===== config.mk =====
export PLATFORM = sky130hd
export DESIGN_NAME = resistive_touch_sample_processor_core
export DESIGN_NICKNAME = d
export VERILOG_FILES = /design/src/rtl/rtsp_pkg.sv /design/src/rtl/resistive_touch_sample_processor_core.sv /design/src/rtl/rtsp_front.sv /design/src/rtl/rtsp_queue.sv /design/src/rtl/rtsp_back.sv
export VERILOG_INCLUDE_DIRS = /design/src /design/src/rtl
export SDC_FILE = /design/constraint.sdc
export NUM_CORES = 1
export LEC_CHECK = 0
export ABC_AREA = 1
export BUFFER_PORTS_ARGS = -buffer_cell sky130_fd_sc_hd__buf_2
export CORE_UTILIZATION = 35
export DETAILED_ROUTE_END_ITERATION = 10
export MAX_ROUTING_LAYER = met4
export SLEW_MARGIN = 30
export SYNTH_ARGS = -nofsm -noshare
export SYNTH_HDL_FRONTEND = slang
export SYNTH_SLANG_ARGS = --single-unit

===== constraint.sdc =====
create_clock -name aclk -period 7.7 [get_ports aclk]
set_input_delay 1.54 -clock aclk [delete_from_list [all_inputs] [get_ports aclk]]
set_output_delay 1.54 -clock aclk [all_outputs]
set_load 0.02 [all_outputs]

===== src/rtl/resistive_touch_sample_processor_core_defines.svh =====
// Assertion macros shared by the touch sample processor RTL
`ifndef RESISTIVE_TOUCH_SAMPLE_PROCESSOR_CORE_DEFINES_SVH
`define RESISTIVE_TOUCH_SAMPLE_PROCESSOR_CORE_DEFINES_SVH

// Property checked at every rising clock edge outside reset
`define RTSP_ASSERT(label, prop, msg) \
    label: assert property (@(posedge aclk) disable iff (!aresetn) (prop)) \
        else $error(msg);

// Consequent checked in the cycle after the antecedent
`define RTSP_ASSERT_NEXT(label, ante, cons, msg) \
    label: assert property (@(posedge aclk) disable iff (!aresetn) (ante) |=> (cons)) \
        else $error(msg);

`endif


===== src/rtl/rtsp_pkg.sv =====
// Types and constants of the touch sample processor
package rtsp_pkg;

    localparam int SAMPLE_W  = 12;
    // Widest running sum over the supported frame lengths (up to 64 samples)
    localparam int SUM_MAX_W = 18;
    localparam int CFG_IDX_W = 2;

    localparam logic [SAMPLE_W-1:0] SAT_MAX          = 12'd4095;
    localparam logic [SAMPLE_W-1:0] PRESS_LOW_RESET  = 12'd100;
    localparam logic [SAMPLE_W-1:0] PRESS_HIGH_RESET = 12'd4000;
    localparam logic [SAMPLE_W-1:0] FLOOR_RESET      = 12'd50;

    localparam logic [CFG_IDX_W-1:0] CFG_PRESS_LOW  = 2'd0;
    localparam logic [CFG_IDX_W-1:0] CFG_PRESS_HIGH = 2'd1;
    localparam logic [CFG_IDX_W-1:0] CFG_FLOOR      = 2'd2;

    typedef enum logic [2:0] {
        BK_IDLE,
        BK_AVG_X,
        BK_AVG_Y,
        BK_MUL,
        BK_SAT,
        BK_DIV,
        BK_DONE
    } rtsp_state_t;

    typedef struct packed {
        logic                 is_err;
        logic                 short_frame;
        logic [SUM_MAX_W-1:0] x_sum;
        logic [SUM_MAX_W-1:0] y_sum;
        logic [SAMPLE_W-1:0]  z1;
        logic [SAMPLE_W-1:0]  z2;
    } rtsp_job_t;

    typedef struct packed {
        logic [SAMPLE_W-1:0] press_low;
        logic [SAMPLE_W-1:0] press_high;
        logic [SAMPLE_W-1:0] floor;
    } rtsp_cfg_t;

    typedef struct packed {
        logic [SAMPLE_W-1:0] x_avg;
        logic [SAMPLE_W-1:0] y_avg;
        logic [SAMPLE_W-1:0] z1_out;
        logic [SAMPLE_W-1:0] z2_out;
        logic [SAMPLE_W-1:0] pressure;
        logic                pressed;
        logic                status;
        logic                short_frame;
    } rtsp_result_t;

endpackage


===== src/rtl/resistive_touch_sample_processor_core.sv =====
// Coordinate transactions are accepted while the job queue has room and give no result.
// A frame-closing transaction gives its result after passing through the back end:
// three multiplies, then a 12-step divider, which zero or saturated pressure skips;
// a bus error goes straight to the result register.
// A two-entry job queue lets the front keep collecting while the back end divides.
// Synchronous reset clears sums, queue, sequencer and output valid; registers load defaults.
module resistive_touch_sample_processor_core #(
    parameter int SAMPLE_COUNT = 4
) (
    input  logic                            aclk,
    input  logic                            aresetn,
    input  logic                            s_valid,
    output logic                            s_ready,
    input  logic                            s_func,
    input  logic [rtsp_pkg::SAMPLE_W-1:0]   s_x_sample,
    input  logic [rtsp_pkg::SAMPLE_W-1:0]   s_y_sample,
    input  logic [rtsp_pkg::SAMPLE_W-1:0]   s_z1_sample,
    input  logic [rtsp_pkg::SAMPLE_W-1:0]   s_z2_sample,
    input  logic                            s_bus_error,
    output logic                            m_valid,
    input  logic                            m_ready,
    output logic [rtsp_pkg::SAMPLE_W-1:0]   m_x_avg,
    output logic [rtsp_pkg::SAMPLE_W-1:0]   m_y_avg,
    output logic [rtsp_pkg::SAMPLE_W-1:0]   m_z1_out,
    output logic [rtsp_pkg::SAMPLE_W-1:0]   m_z2_out,
    output logic [rtsp_pkg::SAMPLE_W-1:0]   m_pressure,
    output logic                            m_pressed,
    output logic                            m_status,
    output logic                            m_short_frame,
    input  logic                            cfg_wr_en,
    input  logic [rtsp_pkg::CFG_IDX_W-1:0]  cfg_index,
    input  logic [rtsp_pkg::SAMPLE_W-1:0]   cfg_wdata
);
    import rtsp_pkg::*;

    rtsp_cfg_t    cfg_reg;
    rtsp_job_t    push_job;
    rtsp_job_t    pop_job;
    rtsp_result_t res;
    logic         push_valid;
    logic         push_ready;
    logic         pop_valid;
    logic         pop_ready;

    always_ff @(posedge aclk) begin
        if (!aresetn) begin
            cfg_reg.press_low  <= PRESS_LOW_RESET;
            cfg_reg.press_high <= PRESS_HIGH_RESET;
            cfg_reg.floor      <= FLOOR_RESET;
        end else if (cfg_wr_en) begin
            unique case (cfg_index)
                CFG_PRESS_LOW:  cfg_reg.press_low  <= cfg_wdata;
                CFG_PRESS_HIGH: cfg_reg.press_high <= cfg_wdata;
                CFG_FLOOR:      cfg_reg.floor      <= cfg_wdata;
                default: begin
                    // drop writes to unmapped indexes
                end
            endcase
        end
    end

    rtsp_front #(
        .SAMPLE_COUNT(SAMPLE_COUNT)
    ) u_front (
        .aclk        (aclk),
        .aresetn     (aresetn),
        .s_valid     (s_valid),
        .s_ready     (s_ready),
        .s_func      (s_func),
        .s_x_sample  (s_x_sample),
        .s_y_sample  (s_y_sample),
        .s_z1_sample (s_z1_sample),
        .s_z2_sample (s_z2_sample),
        .s_bus_error (s_bus_error),
        .push_valid  (push_valid),
        .push_ready  (push_ready),
        .push_job    (push_job)
    );

    rtsp_queue u_queue (
        .aclk      (aclk),
        .aresetn   (aresetn),
        .in_valid  (push_valid),
        .in_ready  (push_ready),
        .in_job    (push_job),
        .out_valid (pop_valid),
        .out_ready (pop_ready),
        .out_job   (pop_job)
    );

    rtsp_back #(
        .SAMPLE_COUNT(SAMPLE_COUNT)
    ) u_back (
        .aclk      (aclk),
        .aresetn   (aresetn),
        .job_valid (pop_valid),
        .job_ready (pop_ready),
        .job       (pop_job),
        .cfg       (cfg_reg),
        .res_valid (m_valid),
        .res_ready (m_ready),
        .res       (res)
    );

    assign m_x_avg       = res.x_avg;
    assign m_y_avg       = res.y_avg;
    assign m_z1_out      = res.z1_out;
    assign m_z2_out      = res.z2_out;
    assign m_pressure    = res.pressure;
    assign m_pressed     = res.pressed;
    assign m_status      = res.status;
    assign m_short_frame = res.short_frame;

endmodule


===== src/rtl/rtsp_front.sv =====
// Front end: accepts samples, accumulates coordinates, issues frame jobs
module rtsp_front #(
    parameter int SAMPLE_COUNT = 4
) (
    input  logic                        aclk,
    input  logic                        aresetn,
    input  logic                        s_valid,
    output logic                        s_ready,
    input  logic                        s_func,
    input  logic [rtsp_pkg::SAMPLE_W-1:0] s_x_sample,
    input  logic [rtsp_pkg::SAMPLE_W-1:0] s_y_sample,
    input  logic [rtsp_pkg::SAMPLE_W-1:0] s_z1_sample,
    input  logic [rtsp_pkg::SAMPLE_W-1:0] s_z2_sample,
    input  logic                        s_bus_error,
    output logic                        push_valid,
    input  logic                        push_ready,
    output rtsp_pkg::rtsp_job_t         push_job
);
    import rtsp_pkg::*;

    `include "resistive_touch_sample_processor_core_defines.svh"

    localparam int SUM_W = SAMPLE_W + $clog2(SAMPLE_COUNT);
    localparam int CNT_W = $clog2(SAMPLE_COUNT + 1);
    localparam logic [CNT_W-1:0] CNT_FULL = CNT_W'(SAMPLE_COUNT);

    logic [SUM_W-1:0] x_sum_reg, x_sum_next;
    logic [SUM_W-1:0] y_sum_reg, y_sum_next;
    logic [CNT_W-1:0] cnt_reg, cnt_next;
    logic             s_fire;
    logic             room;

    assign s_ready    = push_ready;
    assign s_fire     = s_valid && s_ready;
    assign push_valid = s_valid && (s_func || s_bus_error);
    assign room       = (cnt_reg < CNT_FULL);

    always_comb begin
        push_job.is_err      = s_bus_error;
        push_job.short_frame = s_bus_error ? 1'b0 : room;
        push_job.x_sum       = s_bus_error ? '0 : SUM_MAX_W'(x_sum_reg);
        push_job.y_sum       = s_bus_error ? '0 : SUM_MAX_W'(y_sum_reg);
        push_job.z1          = s_bus_error ? '0 : s_z1_sample;
        push_job.z2          = s_bus_error ? '0 : s_z2_sample;
    end

    always_comb begin
        x_sum_next = x_sum_reg;
        y_sum_next = y_sum_reg;
        cnt_next   = cnt_reg;
        if (s_fire) begin
            if (s_bus_error || s_func) begin
                // frame closed or aborted: start afresh
                x_sum_next = '0;
                y_sum_next = '0;
                cnt_next   = '0;
            end else if (room) begin
                x_sum_next = x_sum_reg + SUM_W'(s_x_sample);
                y_sum_next = y_sum_reg + SUM_W'(s_y_sample);
                cnt_next   = cnt_reg + CNT_W'(1);
            end
        end
    end

    always_ff @(posedge aclk) begin
        if (!aresetn) begin
            x_sum_reg <= '0;
            y_sum_reg <= '0;
            cnt_reg   <= '0;
        end else begin
            x_sum_reg <= x_sum_next;
            y_sum_reg <= y_sum_next;
            cnt_reg   <= cnt_next;
        end
    end

    `RTSP_ASSERT(a_cnt_bound, cnt_reg <= CNT_FULL, "sample count past frame length")
    `RTSP_ASSERT_NEXT(a_close_clears, s_fire && (s_func || s_bus_error), cnt_reg == '0,
                      "frame not cleared after close")

endmodule


===== src/rtl/rtsp_queue.sv =====
// Two-entry job queue between front and back end
module rtsp_queue (
    input  logic                aclk,
    input  logic                aresetn,
    input  logic                in_valid,
    output logic                in_ready,
    input  rtsp_pkg::rtsp_job_t in_job,
    output logic                out_valid,
    input  logic                out_ready,
    output rtsp_pkg::rtsp_job_t out_job
);
    import rtsp_pkg::*;

    `include "resistive_touch_sample_processor_core_defines.svh"

    rtsp_job_t  mem_reg [2];
    logic       wptr_reg, wptr_next;
    logic       rptr_reg, rptr_next;
    logic [1:0] count_reg, count_next;
    logic       push;
    logic       pop;

    assign in_ready  = (count_reg != 2'd2);
    assign out_valid = (count_reg != 2'd0);
    assign out_job   = mem_reg[rptr_reg];
    assign push      = in_valid && in_ready;
    assign pop       = out_valid && out_ready;

    always_comb begin
        wptr_next  = push ? ~wptr_reg : wptr_reg;
        rptr_next  = pop ? ~rptr_reg : rptr_reg;
        count_next = count_reg + 2'(push) - 2'(pop);
    end

    always_ff @(posedge aclk) begin
        if (push) begin
            mem_reg[wptr_reg] <= in_job;
        end
    end

    always_ff @(posedge aclk) begin
        if (!aresetn) begin
            wptr_reg  <= 1'b0;
            rptr_reg  <= 1'b0;
            count_reg <= 2'd0;
        end else begin
            wptr_reg  <= wptr_next;
            rptr_reg  <= rptr_next;
            count_reg <= count_next;
        end
    end

    `RTSP_ASSERT(a_count_bound, count_reg != 2'd3, "queue count out of range")
    `RTSP_ASSERT(a_ptr_match, (count_reg == 2'd1) == (wptr_reg != rptr_reg),
                 "queue pointers disagree with count")

endmodule


===== src/rtl/rtsp_back.sv =====
// Back end: averaging, pressure division and result register
module rtsp_back #(
    parameter int SAMPLE_COUNT = 4
) (
    input  logic                   aclk,
    input  logic                   aresetn,
    input  logic                   job_valid,
    output logic                   job_ready,
    input  rtsp_pkg::rtsp_job_t    job,
    input  rtsp_pkg::rtsp_cfg_t    cfg,
    output logic                   res_valid,
    input  logic                   res_ready,
    output rtsp_pkg::rtsp_result_t res
);
    import rtsp_pkg::*;

    `include "resistive_touch_sample_processor_core_defines.svh"

    localparam int SUM_W  = SAMPLE_W + $clog2(SAMPLE_COUNT);
    // floor(s * RECIP >> K) == s / SAMPLE_COUNT for every s below 2**SUM_W
    localparam int K      = SUM_W + $clog2(SAMPLE_COUNT);
    localparam int RW     = K + 1;
    localparam int PROD_W = SUM_W + RW;
    localparam int NUM_W  = 2 * SAMPLE_W;
    localparam logic [RW-1:0] RECIP =
        RW'(((64'd1 << K) + 64'(SAMPLE_COUNT) - 64'd1) / 64'(SAMPLE_COUNT));
    localparam logic [3:0] DIV_LAST = 4'(SAMPLE_W - 1);

    rtsp_state_t         state_reg, state_next;
    rtsp_job_t           job_reg;
    logic [PROD_W-1:0]   prod_reg;
    logic [SAMPLE_W-1:0] xa_reg;
    logic [SAMPLE_W-1:0] ya_reg;
    logic [NUM_W-1:0]    num_reg;
    logic                zero_reg;
    logic                sat_reg;
    logic [SAMPLE_W-1:0] rem_reg;
    logic [SAMPLE_W-1:0] lo_reg;
    logic [SAMPLE_W-1:0] q_reg;
    logic [3:0]          div_cnt_reg;
    rtsp_result_t        res_reg, res_next;
    logic                res_valid_reg;
    logic                load_out;

    logic [SAMPLE_W:0]   trial;
    logic                trial_ge;
    logic [SAMPLE_W-1:0] diff;
    logic [SAMPLE_W-1:0] press;

    assign trial    = {rem_reg, lo_reg[SAMPLE_W-1]};
    assign trial_ge = (trial >= {1'b0, job_reg.z1});
    assign diff     = job_reg.z2 - job_reg.z1;
    assign press    = zero_reg ? '0 : (sat_reg ? SAT_MAX : q_reg);

    // Next state
    always_comb begin
        state_next = state_reg;
        unique case (state_reg)
            BK_IDLE: begin
                if (job_valid) begin
                    state_next = job.is_err ? BK_DONE : BK_AVG_X;
                end
            end
            BK_AVG_X: state_next = BK_AVG_Y;
            BK_AVG_Y: state_next = BK_MUL;
            BK_MUL:   state_next = BK_SAT;
            BK_SAT: begin
                if (zero_reg || (num_reg >= {job_reg.z1, {SAMPLE_W{1'b0}}})) begin
                    state_next = BK_DONE;
                end else begin
                    state_next = BK_DIV;
                end
            end
            BK_DIV: begin
                if (div_cnt_reg == DIV_LAST) begin
                    state_next = BK_DONE;
                end
            end
            BK_DONE: begin
                if (!res_valid_reg || res_ready) begin
                    state_next = BK_IDLE;
                end
            end
            default: state_next = BK_IDLE;
        endcase
    end

    // Outputs of the sequencer
    always_comb begin
        job_ready = (state_reg == BK_IDLE);
        load_out  = (state_reg == BK_DONE) && (!res_valid_reg || res_ready);
    end

    always_comb begin
        if (job_reg.is_err) begin
            res_next        = '0;
            res_next.status = 1'b1;
        end else begin
            res_next.x_avg       = xa_reg;
            res_next.y_avg       = ya_reg;
            res_next.z1_out      = job_reg.z1;
            res_next.z2_out      = job_reg.z2;
            res_next.pressure    = press;
            res_next.pressed     = (press > cfg.press_low) && (press < cfg.press_high)
                                   && (job_reg.z1 > cfg.floor);
            res_next.status      = 1'b0;
            res_next.short_frame = job_reg.short_frame;
        end
    end

    always_ff @(posedge aclk) begin
        unique case (state_reg)
            BK_IDLE: begin
                if (job_valid) begin
                    job_reg <= job;
                end
            end
            BK_AVG_X: prod_reg <= job_reg.x_sum[SUM_W-1:0] * RECIP;
            BK_AVG_Y: begin
                xa_reg   <= prod_reg[K +: SAMPLE_W];
                prod_reg <= job_reg.y_sum[SUM_W-1:0] * RECIP;
            end
            BK_MUL: begin
                ya_reg   <= prod_reg[K +: SAMPLE_W];
                num_reg  <= xa_reg * diff;
                zero_reg <= (job_reg.z1 == '0) || (job_reg.z1 >= job_reg.z2);
            end
            BK_SAT: begin
                // below saturation the upper half is already smaller than Z1
                sat_reg     <= (num_reg >= {job_reg.z1, {SAMPLE_W{1'b0}}});
                rem_reg     <= num_reg[NUM_W-1:SAMPLE_W];
                lo_reg      <= num_reg[SAMPLE_W-1:0];
                q_reg       <= '0;
                div_cnt_reg <= '0;
            end
            BK_DIV: begin
                rem_reg     <= trial_ge ? SAMPLE_W'(trial - {1'b0, job_reg.z1})
                                        : trial[SAMPLE_W-1:0];
                lo_reg      <= {lo_reg[SAMPLE_W-2:0], 1'b0};
                q_reg       <= {q_reg[SAMPLE_W-2:0], trial_ge};
                div_cnt_reg <= div_cnt_reg + 4'd1;
            end
            BK_DONE: begin
                if (job_reg.is_err) begin
                    zero_reg <= 1'b1;
                end
            end
            default: begin
            end
        endcase
        if (load_out) begin
            res_reg <= res_next;
        end
    end

    always_ff @(posedge aclk) begin
        if (!aresetn) begin
            state_reg     <= BK_IDLE;
            res_valid_reg <= 1'b0;
        end else begin
            state_reg <= state_next;
            if (load_out) begin
                res_valid_reg <= 1'b1;
            end else if (res_ready) begin
                res_valid_reg <= 1'b0;
            end
        end
    end

    assign res_valid = res_valid_reg;
    assign res       = res_reg;

    `RTSP_ASSERT_NEXT(a_load_valid, load_out, res_valid_reg, "loaded result not presented")
    `RTSP_ASSERT(a_div_needed, (state_reg != BK_DIV) || (!zero_reg && !sat_reg && !job_reg.is_err),
                 "divider running on a trivial frame")
    `RTSP_ASSERT(a_err_quiet, !(res_valid_reg && res_reg.status) ||
                 (!res_reg.pressed && (res_reg.pressure == '0)),
                 "error result carries pressure")

endmodule

==> impl_metrics.csv <==
group,metric,value,unit
logic_synthesis,post-synth-top-count-cell,"nand2_1",
logic_synthesis,yosys_most_used_dff,"edfxtp_1",
logic_synthesis,synth_simple_gate_area_share,18.2,%
critical_path,crit_path_max_incr_delay,0.54,ns
hold_path,hp-start,"u_back.prod_reg[18]",
finish,drive_gt1_share,10.4,%
cts,cts_tree,"built",
critical_path,worstSetupStartpointType,"flop",
critical_path,cp_slowest_cell,"fa_1",
detailed_routing,drtIter0Drc,1096,
timing,worstMarginPinSlew,0.940,ns
critical_path,reg2reg_to,"u_back.num_reg[21]",
hold_path,hold_class,"flop to flop",
detailed_routing,dr.pass1.iters,5,
logic_synthesis,synthMuxAreaShare,0,%
finish,nNetsFinal,2916,
placement,place_congestion,0.902,
critical_path,r2r_start,"u_back.job_reg[12]",
floorplanning,fp-row-count,93,
detailed_routing,antenna_left,0,
cts,cts-root-buf,"clkbuf_16",
timing,slew_violations,0,
floorplanning,io_pins,134,
timing,fin_crit,6.73,ns
critical_path,ff2ff_path_depth,26,
timing,slew_headroom,37.2,%
timing,post-route-period-util,87.4,%
placement,dpl.hpwl,44000,um
critical_path,path_buf_inv,5,
detailed_routing,drc_errors,0,
hold_path,holdPathEnd,"u_back.xa_reg[2]",
cts,h-tree-depth,2,
logic_synthesis,synth_top_family_by_area,"simple AND/OR/NAND/NOR gates",
timing,fmax,149,MHz
logic_synthesis,ys_ff_latch,391,
logic_synthesis,synth.avg_cell_area,9.35,um2
grt,overflow,0,
logic_synthesis,ys_seq_area_share,48.0,%
logic_synthesis,yosysUniqueCellTypes,50,
flow_run,maxCapViolations,0,
logic_synthesis,synth_top_cell_area_share,41.3,%
grt,antenna_found_initial,0,
cts,cts.sinks,391,
detailed_routing,vias,16500,
grt,grt_pass1_vias,16900,
critical_path,required,8.01,ns
status,status,"completed",
timing,hold_viol_final,0,
floorplanning,core,64500,um2
placement,io_buffer_count,133,
critical_path,crit_family,"adder cells",
cts,postCtsSetupRepairBufs,0,
cts,clk_pin_slew_worst_paths,0.06,ns
timing,setup_viol,0,
critical_path,cp_max_fo,12,
detailed_routing,wl,57100,um
finish,syn_to_final_growth,14.2,%
critical_path,critical_path_class,"flop to flop",
detailed_routing,wl_per_cell,16.4,um
logic_synthesis,synthXorXnorAreaFrac,1.21,%
floorplanning,die_h,258,um
logic_synthesis,syn_inst,2447,
logic_synthesis,synth_commonest_cells,"nand2_1 (584), inv_1 (385), edfxtp_1 (315)",
logic_synthesis,async_flop_share,0,%
cts,cts_buffer_depth,3,
floorplanning,start_util,35.5,%
cts,clk_latency,0.58,ns
logic_synthesis,synth_area_leaders,"edfxtp_1 (41%), nand2_1 (9.6%), fa_1 (9.1%)",
critical_path,worstPathArrival,7.04,ns
logic_synthesis,synth_top_area_cell,"edfxtp_1",
critical_path,critPathCaptureType,"flop",
logic_synthesis,synthAdderAreaFrac,17.9,%
floorplanning,die_area,66400,um2
cts,postCtsHoldBufs,0,
floorplanning,dieWidth,258,um
timing,skew,0.0198,ns
grt,grt_start_max_net_pins,55,
critical_path,reg2reg_slack,0.97,ns
cts,cts_buffers,44,
timing,grt_setup_unrepaired,"false",
logic_synthesis,syn-cell-area,22900,um2
logic_synthesis,yosysWarnings,0,
logic_synthesis,synth_compound_area_share,7.14,%
logic_synthesis,synth_edf_count,315,
hold_path,whs_path_depth,0,
logic_synthesis,syn_nets,2781,
grt,grt_use_total,18.0,%
cts,cts_resized,0,
critical_path,crit_top_cell,"fa_1",
finish,largest_reg_flops,100,
detailed_routing,vias_per_cell,4.76,
timing,tns,0,ns
grt,grt_pass1_wl,91700,um
finish,diodes,0,
[cell usage in the layout, fill, tap and decap left out, types with 5 or more instances in the layout]
master     instances
o21bai_1           8
bufinv_16          9
ha_1             161
nor2_4             5
edfxtp_1         315
clkbuf_1           7
clkinv_2           8
o21ai_0           61
or2_2             11
clkinv_1           5
a21oi_1          148
dfxtp_1           76
xnor2_1           12
buf_4             17
xor2_1            14
nand2_2            7
nand4_1           19
o21ai_1           18
nor2_1           265
inv_1            385
buf_2            133
nand2_1          584
nor3_1            11
a21o_1            10
clkbuf_16         47
nand3_1           77
o211ai_1          15
a31oi_1            7
nor4_1             6
and2_1            11
fa_1             104
or2_1             11
[metrics by stage]
stage	instance area, um2	std cells	hold WS (ns)	setup slack [ns]	utilization, %
global route	26100	3472	0.466	0.548	40.5
detailed placement	24500	3391	0.434	0.967	38.0
floorplan	22900	2447	0.421	1.70	-
CTS	26100	3472	0.450	0.945	40.5
global placement	24500	3391	0.434	1.12	38.0
finish	26100	3472	0.450	0.970	40.5
[routing by layer]
metal,up-vias,global-route usage [%],wire length [um]
met5,-,-,0
met4,0,4.91,1190
met3,67,2.39,2390
met2,379,29.7,27300
met1,7887,23.1,26300
li1,8192,-,-
[worst max-delay path by stage]
stage,from,depth (start not counted),end,slack (ns)
2_1_floorplan,u_back.job_reg[0],27,u_back.num_reg[22],1.70
3_3_place_gp,u_back.job_reg[12],26,u_back.num_reg[18],1.12
3_5_place_dp,u_back.job_reg[12],26,u_back.num_reg[21],0.97
4_1_cts,u_back.job_reg[12],26,u_back.num_reg[21],0.95
5_1_grt,u_back.job_reg[12],28,u_back.num_reg[22],0.55
6_report,u_back.job_reg[12],26,u_back.num_reg[21],0.97
[cells by family (layout without fill, tap and decap cells)]
kind of cell             count (synthesis)  count (layout)
AND/OR/NAND/NOR                       1017            1017
buffers and inverters                  454             624
flip-flops                             391             391
AO/OA/AOI/OAI                          291             291
adder cells (fa/ha/maj)                265             265
XOR/XNOR                                29              29
[area by class of cell]
class                   count  area, um2
inverters                 393       1480
well taps                 855       1070
repair buffers            150        793
fillers                  6419      38300
multi-input cells        1602      10200
clock buffers              55       1220
flip-flops and latches    391      11000
clock inverters            26        387
Power is not shown: default switching activity piles up to over one toggle a cycle in this logic, so the estimate is an artifact.
